<file path="src/hw/rtl/bsm_pkg.sv">
package bsm_pkg;

  localparam int unsigned AddrWidth = 5;
  localparam int unsigned InDataWidth = 120;
  localparam int unsigned OutDataWidth = 56;

  localparam logic [2:0] RegOverheatThreshold  = 3'd0;
  localparam logic [2:0] RegClampMaxPressure   = 3'd1;
  localparam logic [2:0] RegVoltMin            = 3'd2;
  localparam logic [2:0] RegVoltMax            = 3'd3;
  localparam logic [2:0] RegForceThreshold     = 3'd4;
  localparam logic [2:0] RegRecoverySamples    = 3'd5;
  localparam logic [2:0] RegPlausibilitySamples = 3'd6;

  localparam logic signed [15:0] OverheatThresholdRst = 16'sd2400;
  localparam logic [15:0] ClampMaxPressureRst   = 16'd12800;
  localparam logic [15:0] VoltMinRst            = 16'd500;
  localparam logic [15:0] VoltMaxRst            = 16'd4500;
  localparam logic [15:0] ForceThresholdRst     = 16'd12800;
  localparam logic [7:0]  RecoverySamplesRst    = 8'd3;
  localparam logic [7:0]  PlausibilitySamplesRst = 8'd5;

  localparam logic [7:0] ThermalBit  = 8'h02;
  localparam logic [7:0] PlausBit    = 8'h10;
  localparam logic [7:0] FailSafeBit = 8'h40;
  localparam logic [7:0] CountMax    = 8'hff;

  typedef struct packed {
    logic signed [15:0] overheat_threshold;
    logic [15:0]        clamp_max_pressure;
    logic [15:0]        volt_min;
    logic [15:0]        volt_max;
    logic [15:0]        force_threshold;
    logic [7:0]         recovery_samples;
    logic [7:0]         plausibility_samples;
  } cfg_t;

  typedef struct packed {
    logic [7:0]         status_in;
    logic [15:0]        rear_in;
    logic [15:0]        front_in;
    logic [15:0]        pressure_in;
    logic [15:0]        sensor_mv;
    logic [15:0]        foot_force;
    logic [15:0]        speed;
    logic signed [15:0] brake_temp;
  } in_item_t;

  typedef struct packed {
    logic [7:0]  status_out;
    logic [15:0] rear_out;
    logic [15:0] front_out;
    logic [15:0] pressure_out;
  } out_item_t;

endpackage

</file>
<file path="src/hw/rtl/bsm_apb_regs.sv">
module bsm_apb_regs (
  input  logic                           clk_i,
  input  logic                           rst_ni,
  input  logic                           psel,
  input  logic                           penable,
  input  logic                           pwrite,
  input  logic [bsm_pkg::AddrWidth-1:0]  paddr,
  input  logic [31:0]                    pwdata,
  output logic [31:0]                    prdata,
  output logic                           pready,
  output bsm_pkg::cfg_t                  cfg_o
);
  import bsm_pkg::*;

  cfg_t       cfg_q, cfg_d;
  logic       wr_en;
  logic [2:0] reg_idx;

  assign pready  = 1'b1;
  assign wr_en   = psel & penable & pwrite;
  assign reg_idx = paddr[AddrWidth-1:2];

  always_comb begin
    cfg_d = cfg_q;
    if (wr_en) begin
      case (reg_idx)
        RegOverheatThreshold:   cfg_d.overheat_threshold   = signed'(pwdata[15:0]);
        RegClampMaxPressure:    cfg_d.clamp_max_pressure   = pwdata[15:0];
        RegVoltMin:             cfg_d.volt_min             = pwdata[15:0];
        RegVoltMax:             cfg_d.volt_max             = pwdata[15:0];
        RegForceThreshold:      cfg_d.force_threshold      = pwdata[15:0];
        RegRecoverySamples:     cfg_d.recovery_samples     = pwdata[7:0];
        RegPlausibilitySamples: cfg_d.plausibility_samples = pwdata[7:0];
        default:                cfg_d = cfg_q;
      endcase
    end
  end

  always_comb begin
    case (reg_idx)
      RegOverheatThreshold:   prdata = {16'd0, cfg_q.overheat_threshold};
      RegClampMaxPressure:    prdata = {16'd0, cfg_q.clamp_max_pressure};
      RegVoltMin:             prdata = {16'd0, cfg_q.volt_min};
      RegVoltMax:             prdata = {16'd0, cfg_q.volt_max};
      RegForceThreshold:      prdata = {16'd0, cfg_q.force_threshold};
      RegRecoverySamples:     prdata = {24'd0, cfg_q.recovery_samples};
      RegPlausibilitySamples: prdata = {24'd0, cfg_q.plausibility_samples};
      default:                prdata = 32'd0;
    endcase
  end

  always_ff @(posedge clk_i or negedge rst_ni) begin
    if (!rst_ni) begin
      cfg_q.overheat_threshold   <= OverheatThresholdRst;
      cfg_q.clamp_max_pressure   <= ClampMaxPressureRst;
      cfg_q.volt_min             <= VoltMinRst;
      cfg_q.volt_max             <= VoltMaxRst;
      cfg_q.force_threshold      <= ForceThresholdRst;
      cfg_q.recovery_samples     <= RecoverySamplesRst;
      cfg_q.plausibility_samples <= PlausibilitySamplesRst;
    end else begin
      cfg_q <= cfg_d;
    end
  end

  assign cfg_o = cfg_q;

endmodule

</file>
<file path="src/hw/rtl/brake_safety_monitor_top.sv">
// Channel   | Direction | Contents
// s_axis    | in        | one sensor sample per transfer
// m_axis    | out       | one result per sample
// apb       | in/out    | seven threshold and count registers at 4*i
//
// One item per cycle sustained while m_axis_tready is high; path: input register, result register.
// Latches and counters update as a sample moves from the input register to the result register.
// rst_ni clears all latches, counters, previous speed and loads register defaults.
// A stall on m_axis holds the result register and a full input register; s_axis_tready drops only when both are full.
module brake_safety_monitor_top (
  input  logic                              clk_i,
  input  logic                              rst_ni,
  input  logic                              s_axis_tvalid,
  output logic                              s_axis_tready,
  // brake_temp, speed, foot_force, sensor_mv, pressure_in, front_in, rear_in, status_in
  input  logic [bsm_pkg::InDataWidth-1:0]   s_axis_tdata,
  output logic                              m_axis_tvalid,
  input  logic                              m_axis_tready,
  // pressure_out, front_out, rear_out, status_out
  output logic [bsm_pkg::OutDataWidth-1:0]  m_axis_tdata,
  input  logic                              psel,
  input  logic                              penable,
  input  logic                              pwrite,
  input  logic [bsm_pkg::AddrWidth-1:0]     paddr,
  input  logic [31:0]                       pwdata,
  output logic [31:0]                       prdata,
  output logic                              pready
);
  import bsm_pkg::*;

  cfg_t      cfg;
  in_item_t  in_q;
  out_item_t out_q, out_d;
  logic      in_valid_q, out_valid_q;
  logic      advance, move;

  logic [15:0] prev_speed_q, prev_speed_d;
  logic [7:0]  plaus_cnt_q, plaus_cnt_d;
  logic        plaus_latch_q, plaus_latch_d;
  logic        therm_latch_q, therm_latch_d;
  logic [7:0]  cool_cnt_q, cool_cnt_d;

  logic        hot, fail, plaus_cond;
  logic [7:0]  cool_inc, plaus_inc;
  logic [15:0] p_main;

  bsm_apb_regs u_regs (
    .clk_i   (clk_i),
    .rst_ni  (rst_ni),
    .psel    (psel),
    .penable (penable),
    .pwrite  (pwrite),
    .paddr   (paddr),
    .pwdata  (pwdata),
    .prdata  (prdata),
    .pready  (pready),
    .cfg_o   (cfg)
  );

  assign advance       = !out_valid_q || m_axis_tready;
  assign move          = in_valid_q && advance;
  assign s_axis_tready = !in_valid_q || advance;
  assign m_axis_tvalid = out_valid_q;
  assign m_axis_tdata  = out_q;

  always_comb begin
    hot        = in_q.brake_temp > cfg.overheat_threshold;
    cool_inc   = (cool_cnt_q != CountMax) ? cool_cnt_q + 8'd1 : cool_cnt_q;
    plaus_inc  = (plaus_cnt_q != CountMax) ? plaus_cnt_q + 8'd1 : plaus_cnt_q;
    plaus_cond = (in_q.speed >= prev_speed_q) && (in_q.foot_force > cfg.force_threshold);
    fail       = (in_q.sensor_mv < cfg.volt_min) || (in_q.sensor_mv > cfg.volt_max);

    therm_latch_d = therm_latch_q;
    cool_cnt_d    = cool_cnt_q;
    if (hot) begin
      therm_latch_d = 1'b1;
      cool_cnt_d    = 8'd0;
    end else if (therm_latch_q) begin
      cool_cnt_d    = cool_inc;
      therm_latch_d = !(cool_inc >= cfg.recovery_samples);
    end

    if (plaus_cond) begin
      plaus_cnt_d   = plaus_inc;
      plaus_latch_d = plaus_latch_q || (plaus_inc >= cfg.plausibility_samples);
    end else begin
      plaus_cnt_d   = 8'd0;
      plaus_latch_d = 1'b0;
    end
    prev_speed_d = in_q.speed;

    p_main = in_q.pressure_in;
    if (therm_latch_d && (in_q.pressure_in > cfg.clamp_max_pressure)) begin
      p_main = cfg.clamp_max_pressure;
    end

    out_d.status_out = in_q.status_in
                     | (therm_latch_d ? ThermalBit : 8'd0)
                     | (plaus_latch_d ? PlausBit : 8'd0)
                     | (fail ? FailSafeBit : 8'd0);
    out_d.pressure_out = fail ? 16'd0 : p_main;
    out_d.front_out    = fail ? 16'd0 : in_q.front_in;
    out_d.rear_out     = fail ? 16'd0 : in_q.rear_in;
  end

  always_ff @(posedge clk_i or negedge rst_ni) begin
    if (!rst_ni) begin
      in_valid_q    <= 1'b0;
      out_valid_q   <= 1'b0;
      prev_speed_q  <= 16'd0;
      plaus_cnt_q   <= 8'd0;
      plaus_latch_q <= 1'b0;
      therm_latch_q <= 1'b0;
      cool_cnt_q    <= 8'd0;
    end else begin
      if (s_axis_tready) begin
        in_valid_q <= s_axis_tvalid;
      end
      if (advance) begin
        out_valid_q <= in_valid_q;
      end
      if (move) begin
        prev_speed_q  <= prev_speed_d;
        plaus_cnt_q   <= plaus_cnt_d;
        plaus_latch_q <= plaus_latch_d;
        therm_latch_q <= therm_latch_d;
        cool_cnt_q    <= cool_cnt_d;
      end
    end
  end

  always_ff @(posedge clk_i) begin
    if (s_axis_tready && s_axis_tvalid) begin
      in_q <= in_item_t'(s_axis_tdata);
    end
    if (move) begin
      out_q <= out_d;
    end
  end

  a_hot_sets_latch: assert property (@(posedge clk_i) disable iff (!rst_ni)
    move && hot |=> therm_latch_q && (cool_cnt_q == 8'd0))
    else $error("thermal latch not set after overtemperature");

  a_plaus_latch_count: assert property (@(posedge clk_i) disable iff (!rst_ni)
    plaus_latch_q |-> plaus_cnt_q != 8'd0)
    else $error("plausibility latch set with zero count");

  a_failsafe_zero: assert property (@(posedge clk_i) disable iff (!rst_ni)
    move && fail |=> (out_q.pressure_out == 16'd0) && (out_q.front_out == 16'd0)
                     && (out_q.rear_out == 16'd0) && ((out_q.status_out & FailSafeBit) != 8'd0))
    else $error("fail-safe result carries pressure");

  a_prev_speed: assert property (@(posedge clk_i) disable iff (!rst_ni)
    move |=> prev_speed_q == $past(in_q.speed))
    else $error("previous speed not taken from processed sample");

  a_clamp: assert property (@(posedge clk_i) disable iff (!rst_ni)
    move && therm_latch_d |=> out_q.pressure_out <= $past(cfg.clamp_max_pressure))
    else $error("main pressure above clamp while thermal latch set");

endmodule
</file>
<file path="config.mk">
export PLATFORM = sky130hd
export DESIGN_NAME = brake_safety_monitor_top
export DESIGN_NICKNAME = d
export VERILOG_FILES = /design/src/hw/rtl/bsm_pkg.sv /design/src/hw/rtl/bsm_apb_regs.sv /design/src/hw/rtl/brake_safety_monitor_top.sv
export SDC_FILE = /design/constraint.sdc
export NUM_CORES = 1
export LEC_CHECK = 0
export BUFFER_PORTS_ARGS = -buffer_cell sky130_fd_sc_hd__buf_2
export CELL_PAD_IN_SITES_DETAIL_PLACEMENT = 2
export CELL_PAD_IN_SITES_GLOBAL_PLACEMENT = 2
export CORE_AREA = 5 5 227 229
export CTS_CLUSTER_DIAMETER = 60
export CTS_CLUSTER_SIZE = 16
export DETAILED_ROUTE_END_ITERATION = 10
export DIE_AREA = 0 0 232 234
export PLACE_DENSITY = 0.79
export SYNTH_ARGS = -nofsm -noshare
export SYNTH_HDL_FRONTEND = slang
export SYNTH_SLANG_ARGS = --single-unit
</file>
<file path="constraint.sdc">
create_clock -name clk_i -period 6.15 [get_ports clk_i]
set_input_delay 0.3075 -clock clk_i [delete_from_list [all_inputs] [get_ports clk_i]]
set_output_delay 0.3075 -clock clk_i [all_outputs]
set_load 0.005 [all_outputs]
</file>
==> results.md, run 1 <==
Logic synthesis:
- In this run, synthesis inferred 176 flip-flops with an integrated enable.
- The commonest register cell after synthesis is sky130_fd_sc_hd__edfxtp_1.
- Yosys printed 0 warnings.
- The synthesized design contains 308 register bits.
- The top-area cell type share of the netlist area is 36.1%.
- The largest area contributor in the synthesized netlist is sky130_fd_sc_hd__edfxtp_1.
- The count of cell types in the netlist is 66.
- By area the synthesized netlist is led by sky130_fd_sc_hd__edfxtp_1 36%, sky130_fd_sc_hd__dfrtp_1 18%, sky130_fd_sc_hd__ha_1 9.7%.
- The sequential element share of the synthesized area is 58.9%.
- In the synthesized netlist the async set-or-reset flop fraction comes to 42.9%.
- The netlist area before placement is 14,600 um2.
- Counting every instance in the synthesized netlist gives 1,262.
- The average instance in the mapped netlist occupies 11.6 um2.

Die:
- The number of ports placed on the die boundary is 255.
- After floorplanning, the core was sized to cover 49,500 um2.
- From bottom edge to top edge, the die measures 234 um.
- The starting utilization of the core area is 29.6%.
- The die covers 54,300 um2.
- Measured along the x axis, the die boundary spans 232 um.
- In this run the core area contains 82 standard-cell rows.

Route:
- The count of nets left with antenna violations after detail routing is 0.
- The wire length per cell is 20.8 um.
- The pre-antenna-repair detailed-routing pass consisted of 5 iterations.
- After detailed routing, the number of remaining DRC violations is 0.
- The mean number of vias per cell is 4.82.
- The overall via count from detail_route is 11.2k.
- The overall routed net length is 48,100 um.
- The detailed router finished its first iteration with 459 violations.

Timing:
- The portion of the clock cycle consumed by the worst path in the final layout is 54.9%.
- Setup repair after global routing left no endpoint under its margin.
- For the pin with the worst max-slew slack, the measured transition is 1.04 ns.
- The sum of negative setup slack is 0 ns.
- The fmax is 296 MHz.
- Measured against its own limit, the worst slew margin works out to 30.5%.
- The final hold violation count is 0.
- The final critical path time including I/O delays and setup is 3.38 ns.
- The clock skew is 0.0292 ns.
- The worst hold-check slack is 0.0423 ns.
- The final-report max-slew violation count is 0.
- Setup violations remaining at the end of the flow were counted as 0.

Pwr:
- The power density of the placed cells is 332 nW/um2.
- The static power due to leakage is 8.25 nW.
- VDD sags by at most 0.157 mV.

Clock tree:
- After clock tree synthesis, the clock-pin slew on the worst setup and hold paths is 0.06 ns.
- The total clock buffers created by CTS is 37.
- Buffers added to address setup during post-CTS repair amount to 0.
- The hold buffer count at CTS is 124.
- The number of clock sinks is 308.
- The clock root buffer master is sky130_fd_sc_hd__clkbuf_16.
- The number of buffers between clock root and the deepest sink is 3.
- The clock tree from TritonCTS is yes.
- The clock latency at the later pin of the worst-skew pair is 0.57 ns.
- In this run, post-CTS repair resized a total of 0 instances.
- The number of levels the H-tree was split into is 2.

Setup path:
- The startpoint kind of the worst setup timing path is a register.
- Of all nets on the critical path, the largest fanout is 16.
- The required time of the critical path is 6.43 ns.
- The setup slack of the worst register-to-register path is 2.77 ns.
- STA classifies the critical path endpoint as a register.
- STA puts the critical path data arrival time at 3.66 ns.
- The critical path in this run is classified as reg -> reg.

Finish:
- The most common cell after layout, fill and taps aside is sky130_fd_sc_hd__buf_2.
- Of the cells placed in the final design, the portion with a size suffix greater than 1 is 20.9%.
- The final layout net count is 1,889.
- The top cell types in the final layout, fill and taps aside, are 218 x sky130_fd_sc_hd__buf_2, 186 x sky130_fd_sc_hd__nand2_1, 176 x sky130_fd_sc_hd__edfxtp_1.
- The layout-stage area growth over the synthesis result is 29.6%.

Global routing:
- The initial antenna violation count came to 2.
- The global-route congestion overflow total is 0.
- The number of global-route vias before repair came to 12.6k.
- The first-pass GRT wire length is 73,400 um.
- Entering global routing, the biggest net connects 77 pins.
- The total global-route track usage is 17.5%.

Placed design:
- The HPWL after detailed placement is 33,300 um.
- Routability-driven placement finished with a final weighted congestion of 0.819.
- The total of buffers placed on input and output ports is 219.

Min path:
- The worst hold path belongs to the class in -> reg.

Run:
- The tool flagged a number of max-cap violations equal to 0.

Run status:
- The run finished with clean final reports.
==> layer usage <==
layer,part of all wire (%),wire [um],global-route usage [%],up-vias
li1,-,-,-,5154
met1,43,20600,21.7,5702
met2,50,24100,30.9,230
met3,4.1,1970,2.64,73
met4,2.9,1410,6.57,0
met5,0,0,0,-
==> power by group <==
part           internal [mW]  switching, mW  leakage, nW
logic                  0.531          0.767         4.38
registers               2.53          0.174         3.26
clock network           1.31          0.993        0.616
total                   4.36           1.93         8.25
==> logic make-up after synthesis <==
| logic type | count (synthesis) | synth area share [%] |
|---|---|---|
| simple gates | 340 | 10.9 |
| other cells | 2 | 0.0513 |
| mux | 57 | 4.27 |
| flops | 308 | 58.9 |
| compound gates | 259 | 10.6 |
| fa+ha+maj | 113 | 9.67 |
| xor+xnor | 8 | 0.479 |
| buf+inv | 175 | 5.03 |
==> metrics by stage <==
stage          utilization (%)  setup slack, ns  area, um2  cells  total power, mW
2_1_floorplan                -             2.33      14700   1277             3.45
3_3_place_gp              33.3             2.91      16500   2121             3.86
3_5_place_dp              33.3             2.74      16500   2121             3.97
4_1_cts                   38.3             2.72      19000   2312             6.38
5_1_grt                   38.3             2.48      19000   2313             6.65
6_report                  38.3             2.77      19000   2313             6.30
==> area by class of cell <==
class / count / area (um2)
fillers: 5185 / 30500
flip-flops and latches: 308 / 8620
multi-input cells: 794 / 5360
repair buffers: 355 / 2430
clock buffers: 42 / 1010
well taps: 672 / 841
inverters: 116 / 438
clock inverters: 25 / 250
diodes: 1 / 2.50
==> sequential cells by signal (all words and copies together), names as in the netlist <==
| name | count |
|---|---|
| prev_speed_q | 16 |
| therm_latch_q | 1 |
| plaus_latch_q | 1 |
| m_axis_tvalid | 1 |
| m_axis_tdata | 56 |
| plaus_cnt_q | 8 |
| u_regs.cfg_o | 96 |
| prev_speed_d | 16 |
| in_valid_q | 1 |
| in_q | 104 |
| cool_cnt_q | 8 |
==> path summary, 6_finish.rpt <==
path	startpoint	to	cells after the start
min in group asynchronous	rst_ni	prev_speed_q[14]	2
setup / recovery	cool_cnt_q[0]	m_axis_tdata[13]	12
hold reg to reg	in_q[112]	m_axis_tdata[48]	0
max in group asynchronous	rst_ni	u_regs.cfg_o[65]	3
hold / removal	m_axis_tready	m_axis_tvalid	3
setup reg to reg	cool_cnt_q[0]	m_axis_tdata[13]	12
==> worst max-delay path, stage by stage, from the launching register on <==
cell	delay [ns]
sky130_fd_sc_hd__dfrtp_1	0.43
sky130_fd_sc_hd__ha_1	0.24
sky130_fd_sc_hd__nand2_1	0.12
sky130_fd_sc_hd__nor2_1	0.07
sky130_fd_sc_hd__nand2_1	0.20
sky130_fd_sc_hd__nand4_1	0.15
sky130_fd_sc_hd__xnor2_1	0.18
sky130_fd_sc_hd__ha_1	0.32
sky130_fd_sc_hd__nand3_1	0.09
sky130_fd_sc_hd__nor3_1	0.19
sky130_fd_sc_hd__and4bb_1	0.31
sky130_fd_sc_hd__o21ai_4	0.62
sky130_fd_sc_hd__mux2i_1	0.17
==> synth_stat cells, types with 11 or more instances <==
| cell type | instances |
|---|---|
| sky130_fd_sc_hd__and2_1 | 37 |
| sky130_fd_sc_hd__buf_4 | 17 |
| sky130_fd_sc_hd__dfrtp_1 | 107 |
| sky130_fd_sc_hd__nand4_1 | 16 |
| sky130_fd_sc_hd__nand2_1 | 186 |
| sky130_fd_sc_hd__nor2_1 | 26 |
| sky130_fd_sc_hd__a21oi_1 | 41 |
| sky130_fd_sc_hd__nand3_1 | 16 |
| sky130_fd_sc_hd__dfstp_2 | 25 |
| sky130_fd_sc_hd__inv_1 | 115 |
| sky130_fd_sc_hd__o21ai_0 | 90 |
| sky130_fd_sc_hd__mux2_1 | 16 |
| sky130_fd_sc_hd__nor3_1 | 11 |
| sky130_fd_sc_hd__a22oi_1 | 16 |
| sky130_fd_sc_hd__mux2i_1 | 32 |
| sky130_fd_sc_hd__clkbuf_1 | 33 |
| sky130_fd_sc_hd__ha_1 | 113 |
| sky130_fd_sc_hd__o21ai_1 | 42 |
| sky130_fd_sc_hd__a21o_1 | 11 |
| sky130_fd_sc_hd__nor2b_1 | 12 |
| sky130_fd_sc_hd__edfxtp_1 | 176 |
Note: power is estimated with default switching activity, not from simulation.
==> run 2: changes to the inputs <==
clock period = 3.2 ns   (was 6.15 ns; I/O delays follow)
==> results.md, run 2 (synthesized netlist as in run 1, its figures left out) <==
Run status:
- The flow ran to the end, and the final reports show no timing, DRC or antenna violations.

Finish:
- The fill cell total of the finished layout came to 5,171 (-0.27%).
- The final layout net count came to 1,926 (+2.0%).
- In the layout the commonest cells are 218 x sky130_fd_sc_hd__buf_2, 185 x sky130_fd_sc_hd__nand2_1, 176 x sky130_fd_sc_hd__edfxtp_1.
- The layout-stage area growth over the synthesis result is 32.5%.
- The number of flip-flops under the largest register name is 104 (unchanged).
- The fraction of final layout cells sized beyond drive strength 1 is 22.2% (+1.4 points).
- The largest register by flop count is in_q.
- The library cell used most frequently in the layout, excluding fill and tap cells, is sky130_fd_sc_hd__buf_2.

Timing:
- The sum of negative setup slack is 0 ns (unchanged).
- The final critical path time including I/O delays and setup is 3.00 ns (-0.374 ns).
- The fmax came to 333 MHz (+12%).
- The count of final setup violators is 0 (unchanged).
- The relative slew slack came to 55.1% (+25 points).
- The clock skew is 0.0323 ns (+0.00308 ns).
- The worst-margin pin slew is 0.672 ns (-0.370 ns).
- The worst hold-check slack is 0.215 ns (+0.173 ns).
- The portion of the clock cycle consumed by the worst path in the final layout was 93.9% (+39 points).
- The final-report max-slew violation count is 0 (unchanged).
- Setup repair after global routing left no endpoint under its margin.
- The final hold violation count is 0 (unchanged).

Placed design:
- The HPWL after detailed placement is 33,900 um (+1.7%).
- The last weighted congestion value of the routability-driven placer is 0.793 (-3.2%).
- The total of buffers placed on input and output ports was 219 (unchanged).

Setup path:
- The arrival time of data at the critical path endpoint came to 3.30 ns (-0.36 ns).
- The worst setup path is launched from a register.
- The setup slack of the worst register-to-register path is 0.20 ns (-2.58 ns).
- The worst-path maximum fanout came to 16 (unchanged).
- The kind of end point of the critical path is a register.
- The path depth of the worst reg2reg path is 14 (+2).
- The required time of the critical path is 3.50 ns (-2.93 ns).
- The critical path in this run is classified as reg -> reg.

Clock tree:
- The number of levels the H-tree was split into is 2 (unchanged).
- The total clock buffers created by CTS was 37 (unchanged).
- The clock latency at the later pin of the worst-skew pair is 0.57 ns (about the same).
- The tree is rooted in a sky130_fd_sc_hd__clkbuf_16.
- The number of clock sinks is 308 (unchanged).
- The number of buffers between clock root and the deepest sink was 3 (unchanged).
- The clock-pin slew on the worst setup and hold paths is 0.07 ns (about the same).
- The clock tree from TritonCTS is yes.

Run:
- The max-cap violation count is 0 (unchanged).

Min path:
- The path type of the worst min-delay path is in -> async.

Pwr:
- The static power due to leakage is 8.46 nW (+2.6%).
- The worst voltage drop across the vdd grid is 0.306 mV (+95%).
- The power density of the placed cells is 628 nW/um2 (+89%).
- The proportion of total power due to net switching is 31.6% (+0.88 points).
- The part of the power in combinational logic is 21.5% (+0.9 points).
- The clock share of power was 35.8% (-0.7 points).
- The cell-internal power is 8.32 mW (+91%).
- The fraction of power consumed by sequential logic is 42.7% (-0.2 points).
- The switching component of the power is 3.84 mW (+99%).

Die:
- The core box area came to 49,500 um2 (unchanged).
- The die width came to 232 um (unchanged).
- The vertical die dimension is 234 um (unchanged).
- The starting utilization of the core area is 29.6% (unchanged).
- The number of placement rows is 82 (unchanged).
- The number of ports placed on the die boundary is 255 (unchanged).
- The die area is 54,300 um2 (unchanged).

Global routing:
- The first-pass GRT wire length is 74,900 um (+2.0%).
- The global-route congestion overflow total is 0 (unchanged).
- The total global-route track usage is 17.8% (+0.32 points).
- The pin count of the biggest net entering global routing came to 66 (-14%).
- The number of global-route vias before repair is 12.7k (+0.78%).
- The initial antenna violation count came to 3 (+1).

Route:
- The count of nets left with antenna violations after detail routing is 0 (unchanged).
- The number of DRC violations after detailed routing is 0 (unchanged).
- The iteration-0 DRC count of the detailed router is 547 (+19%).
- The number of iterations in the first detailed-routing pass is 5 (unchanged).
- The overall via count from detail_route is 11.3k (+1.1%).
- The overall routed net length is 49,200 um (+2.2%).
- The mean number of vias per cell is 4.80 (-0.57%).
- The wire length per cell is 20.9 um (+0.59%).
==> run 2: cell types whose count changed in the layout (fill, tap and decap cells not counted), moves of 3 or more <==
cell | before | now
sky130_fd_sc_hd__buf_12 | 0 | 4
sky130_fd_sc_hd__buf_4 | 13 | 30
sky130_fd_sc_hd__clkinv_8 | 1 | 5
sky130_fd_sc_hd__dlygate4sd3_1 | 124 | 140
sky130_fd_sc_hd__inv_6 | 11 | 6
sky130_fd_sc_hd__inv_8 | 2 | 5
==> run 2: cell type report <==
| class | count | area, um2 | area share (%) |
|---|---|---|---|
| Multi-Input combinational cell | 794 | 5410 | 27.9 |
| Clock inverter | 26 | 265 | 1.37 |
| Antenna cell | 2 | 5.00 | 0.0258 |
| Sequential cell | 308 | 8620 | 44.5 |
| Timing Repair Buffer | 392 | 2800 | 14.4 |
| Clock buffer | 41 | 993 | 5.13 |
| Tap cell | 672 | 841 | 4.34 |
| Inverter | 116 | 438 | 2.26 |
==> run 2: through the flow <==
step / total power [mW] / setup WS [ns] / instances / util, % / area, um2
final: 12.2 / 0.195 / 2351 / 39.2 / 19400
after global routing: 12.8 / 0.00348 / 2350 / 39.2 / 19400
after CTS: 12.2 / 0.00209 / 2346 / 39.0 / 19300
after detailed placement: 7.66 / -0.175 / 2138 / 33.6 / 16600
after global placement: 7.46 / 0.0208 / 2138 / 33.6 / 16600
after floorplan: 6.62 / 0.303 / 1277 / - / 14700
==> run 2: metal layers <==
metal	routed length (um)	GRT usage, %
met1	21200	22.5
met2	24900	31.8
met3	1890	2.70
met4	1170	5.19
met5	27	0
==> run 2: repair_timing <==
action | in CTS | in global routing
hold endpoints to repair | 252 | 0
pin swaps | 1 | 2
resized for setup | 2 | 14
hold buffers | 140 | 0
endpoints found under the setup margin | 17 | 18
buffers inserted | 1 | 3
==> run 2: final timing paths <==
check / start / endpoint
worst max-delay path: cool_cnt_q[0] / m_axis_tdata[15]
worst min-delay path: rst_ni / prev_speed_q[15]
worst max register to register: cool_cnt_q[0] / m_axis_tdata[15]
max in group asynchronous: rst_ni / u_regs.cfg_o[50]
min in group clk_i: paddr[2] / u_regs.cfg_o[10]
worst min register to register: in_q[114] / m_axis_tdata[50]
==> run 2: worst max-delay path, stage by stage (launching register included) <==
cell,delay [ns]
sky130_fd_sc_hd__dfrtp_2,0.43
sky130_fd_sc_hd__ha_1,0.23
sky130_fd_sc_hd__nand2_1,0.16
sky130_fd_sc_hd__nor2_4,0.06
sky130_fd_sc_hd__nand2_4,0.11
sky130_fd_sc_hd__nand4_1,0.16
sky130_fd_sc_hd__xnor2_2,0.23
sky130_fd_sc_hd__ha_1,0.28
sky130_fd_sc_hd__a21oi_1,0.14
sky130_fd_sc_hd__nor2b_1,0.06
sky130_fd_sc_hd__o21ai_0,0.18
sky130_fd_sc_hd__and4bb_4,0.30
sky130_fd_sc_hd__o21ai_4,0.07
sky130_fd_sc_hd__buf_12,0.18
sky130_fd_sc_hd__mux2i_1,0.13
==> run 2: power groups by stage <==
stage	Clock (mW)	Combinational [mW]	Sequential [mW]
final	4.35	2.62	5.19
after global routing	4.65	2.92	5.25
after CTS	4.46	2.60	5.19
after detailed placement	0	2.40	5.26
after global placement	0	2.24	5.22
after floorplan	0	1.48	5.14
==> run 3: changes to the inputs <==
GPL_TIMING_DRIVEN = 0   (was not set)
==> results.md, run 3 (synthesized netlist as in run 1, its figures left out) <==
Global routing:
- The met3 usage is 3.29% (+0.59 points).
- The initial antenna violation count was 2 (-1).
- The first-pass GRT wire length is 77,500 um (+3.5%).
- The met2 demand-to-capacity share in global routing was 33.1% (+1.3 points).
- The pin count of the biggest net entering global routing is 88 (+33%).
- The met1 usage is 22.2% (-0.27 points).
- The global-route congestion overflow total is 0 (unchanged).
- The total global-route track usage is 18.5% (+0.67 points).
- The number of global-route vias before repair is 13.2k (+4.0%).
- The layer flagged by global routing as most heavily used is met2.

Finish:
- The largest register by flop count is in_q.
- Leaving out fill and tap cells, the most frequent cells in the layout are 224 x sky130_fd_sc_hd__buf_2, 185 x sky130_fd_sc_hd__nand2_1, 176 x sky130_fd_sc_hd__edfxtp_1.
- The fill cell total of the finished layout is 5,233 (+1.2%).
- The final layout net count is 1,961 (+1.8%).
- The fraction of final layout cells sized beyond drive strength 1 is 21.6% (-0.62 points).
- The number of flip-flops under the largest register name is 104 (unchanged).
- The antenna cell count is 0 (-2).
- The number of cells in the finished layout apart from fillers came to 2,383 (+1.4%).
- Compared with the post-synthesis result, the final layout area differs by 33.2%.
- The final design instance area without fill is 19,500 um2 (+0.56%).
- The most common cell after layout, fill and taps aside is sky130_fd_sc_hd__buf_2.

Timing:
- The count of final setup violators is 0 (unchanged).
- The portion of the clock cycle consumed by the worst path in the final layout is 96.2% (+2.3 points).
- The worst hold-check slack is 0.129 ns (-0.0856 ns).
- The clock skew is 0.0265 ns (-0.00576 ns).
- The final critical path time including I/O delays and setup is 3.08 ns (+0.0722 ns).
- The worst-margin pin slew is 0.908 ns (+0.236 ns).
- The slack of the critical path is 0.123 ns (-0.0722 ns).
- The final-report max-slew violation count is 0 (unchanged).
- The final hold violation count was 0 (unchanged).
- The fmax was 325 MHz (-2.3%).
- The relative slew slack is 39.5% (-16 points).

Min path:
- The critical hold path startpoint is paddr[4].
- The path type of the worst min-delay path is in -> reg.

Die:
- The die width came to 232 um (unchanged).
- The core box area came to 49,500 um2 (unchanged).
- The number of placement rows is 82 (unchanged).
- The number of ports placed on the die boundary came to 255 (unchanged).
- The vertical die dimension came to 234 um (unchanged).
- The die area was 54,300 um2 (unchanged).
- The starting utilization of the core area is 29.6% (unchanged).

Setup path:
- The critical path's top delay family is simple AND/OR/NAND/NOR gates.
- The worst setup path is captured at a register.
- The setup slack of the worst register-to-register path is 0.12 ns (-0.07 ns).
- The buffer and inverter count on the worst path is 1 (unchanged).
- The stage delay of the slowest cell on the critical path is 0.39 ns (-0.04 ns).
- The worst setup path is of the reg -> reg kind.
- The number of cells on the critical path came to 14 (unchanged).
- The worst register-to-register path begins at cool_cnt_q[1].
- The library cell contributing the largest single delay on the critical path is sky130_fd_sc_hd__dfrtp_1.
- The path depth of the worst reg2reg path is 14 (unchanged).
- The required time of the critical path is 3.50 ns (about the same).
- STA classifies the critical path startpoint as a register.
- The critical path starts at cool_cnt_q[1].
- The worst-path maximum fanout was 6 (-10).
- The worst register-to-register path ends at m_axis_tdata[7].
- The signal on the critical path passes through ha_2 > nand2_1 > nor2_4 > nand2_4 > xnor2_2 > ha_1 > nand2b_1 > a21o_1 > a211oi_2 > nor3_1 > and4bb_4 > o21ai_4 > clkbuf_16 > mux2i_1.
- The arrival time of data at the critical path endpoint is 3.38 ns (+0.08 ns).
- In this run the worst setup path terminates at m_axis_tdata[7].

Pwr:
- The static power due to leakage is 8.49 nW (+0.30%).
- The power after layout came to 12.1 mW (-0.18%).
- The worst voltage drop across the vdd grid is 0.301 mV (-1.7%).
- The power density of the placed cells is 623 nW/um2 (-0.73%).

Clock tree:
- The number of buffers between clock root and the deepest sink is 3 (unchanged).
- The clock-pin slew on the worst setup and hold paths is 0.06 ns (about the same).
- CTS placed an instance of sky130_fd_sc_hd__clkbuf_16 at the clock tree root.
- The number of clock sinks is 308 (unchanged).
- The clock latency at the later pin of the worst-skew pair is 0.55 ns (-0.02 ns).
- The number of levels the H-tree was split into was 2 (unchanged).
- TritonCTS built the clock tree.
- The total clock buffers created by CTS is 36 (-2.7%).

Route:
- The number of DRC violations after detailed routing is 0 (unchanged).
- The overall via count from detail_route came to 11.5k (+2.0%).
- The overall routed net length is 51,100 um (+3.8%).
- The iteration-0 DRC count of the detailed router is 471 (-14%).
- The mean number of vias per cell came to 4.83 (+0.68%).
- The number of iterations in the first detailed-routing pass is 4 (-1).
- The count of nets left with antenna violations after detail routing is 0 (unchanged).
- The wire length per cell was 21.4 um (+2.4%).

Placed design:
- The placed standard-cell area is 16,700 um2 (+0.60%).
- The pre-CTS worst setup slack is -0.373 ns (-0.198 ns).
- The last weighted congestion value of the routability-driven placer is 0.840 (+5.9%).
- The HPWL after detailed placement came to 36,700 um (+8.5%).
- The total of buffers placed on input and output ports is 219 (unchanged).
- The total instance count after detailed placement was 2,171 (+1.5%).

Run:
- The max-cap violation count is 0 (unchanged).

Run status:
- The run finished with clean final reports.
run 3: changes by cell type in the layout (fill, tap and decap cells not counted), moves of 3 or more:
cell,before,now
sky130_fd_sc_hd__clkbuf_1,1,34
sky130_fd_sc_hd__buf_4,30,22
sky130_fd_sc_hd__buf_2,218,224
sky130_fd_sc_hd__clkinv_8,5,1
sky130_fd_sc_hd__inv_8,5,1
sky130_fd_sc_hd__buf_12,4,1
sky130_fd_sc_hd__buf_16,0,3
sky130_fd_sc_hd__clkinv_2,0,3
run 3: timing repair:
action	in CTS	in global routing
resized for setup	12	15
gates cloned	0	1
pin swaps	1	2
hold buffers	140	0
hold endpoints to repair	252	0
setup endpoints to repair	58	28
buffers inserted	2	4
run 3: stage by stage:
step	utilization (%)	setup TNS, ns
global route	39.4	-0.366
CTS	39.1	0
floorplan	-	0
detailed placement	33.8	-13.84
global placement	33.6	-88.91
finish	39.4	0
run 3: area by class of cell:
type	count	area (um2)	area share, %
Buffer	59	309	1.59
Clock buffer	41	962	4.94
Clock inverter	24	229	1.18
Inverter	116	435	2.23
Multi-Input combinational cell	794	5420	27.8
Sequential cell	308	8620	44.3
Tap cell	672	841	4.32
Timing Repair Buffer	369	2670	13.7
run 3: power breakdown:
part / internal (mW) / switching [mW]
Clock: 2.38 / 1.83
Sequential: 4.86 / 0.356
Combinational: 1.15 / 1.57
run 3: worst min path at each step:
stage / slack [ns] / depth (start not counted) / end
after floorplan: -0.14 / 0 / cool_cnt_q[0]
after global placement: 0.34 / 1 / in_q[119]
after detailed placement: 0.17 / 1 / cool_cnt_q[7]
after CTS: 0.09 / 5 / u_regs.cfg_o[2]
after global routing: 0.14 / 5 / u_regs.cfg_o[2]
final: 0.13 / 5 / u_regs.cfg_o[2]
run 3: per-layer routing:
layer,vias to the layer above,wire length (um)
li1,5292,-
met1,5839,21000
met2,277,25900
met3,97,2390
met4,4,1790
met5,-,21
run 3: worst min-delay path, delay by kind of cell:
family	cells	cell delay [ns]
AO/OA/AOI/OAI	1	0.07
buffers and inverters	1	0.14
AND/OR/NAND/NOR	3	0.28
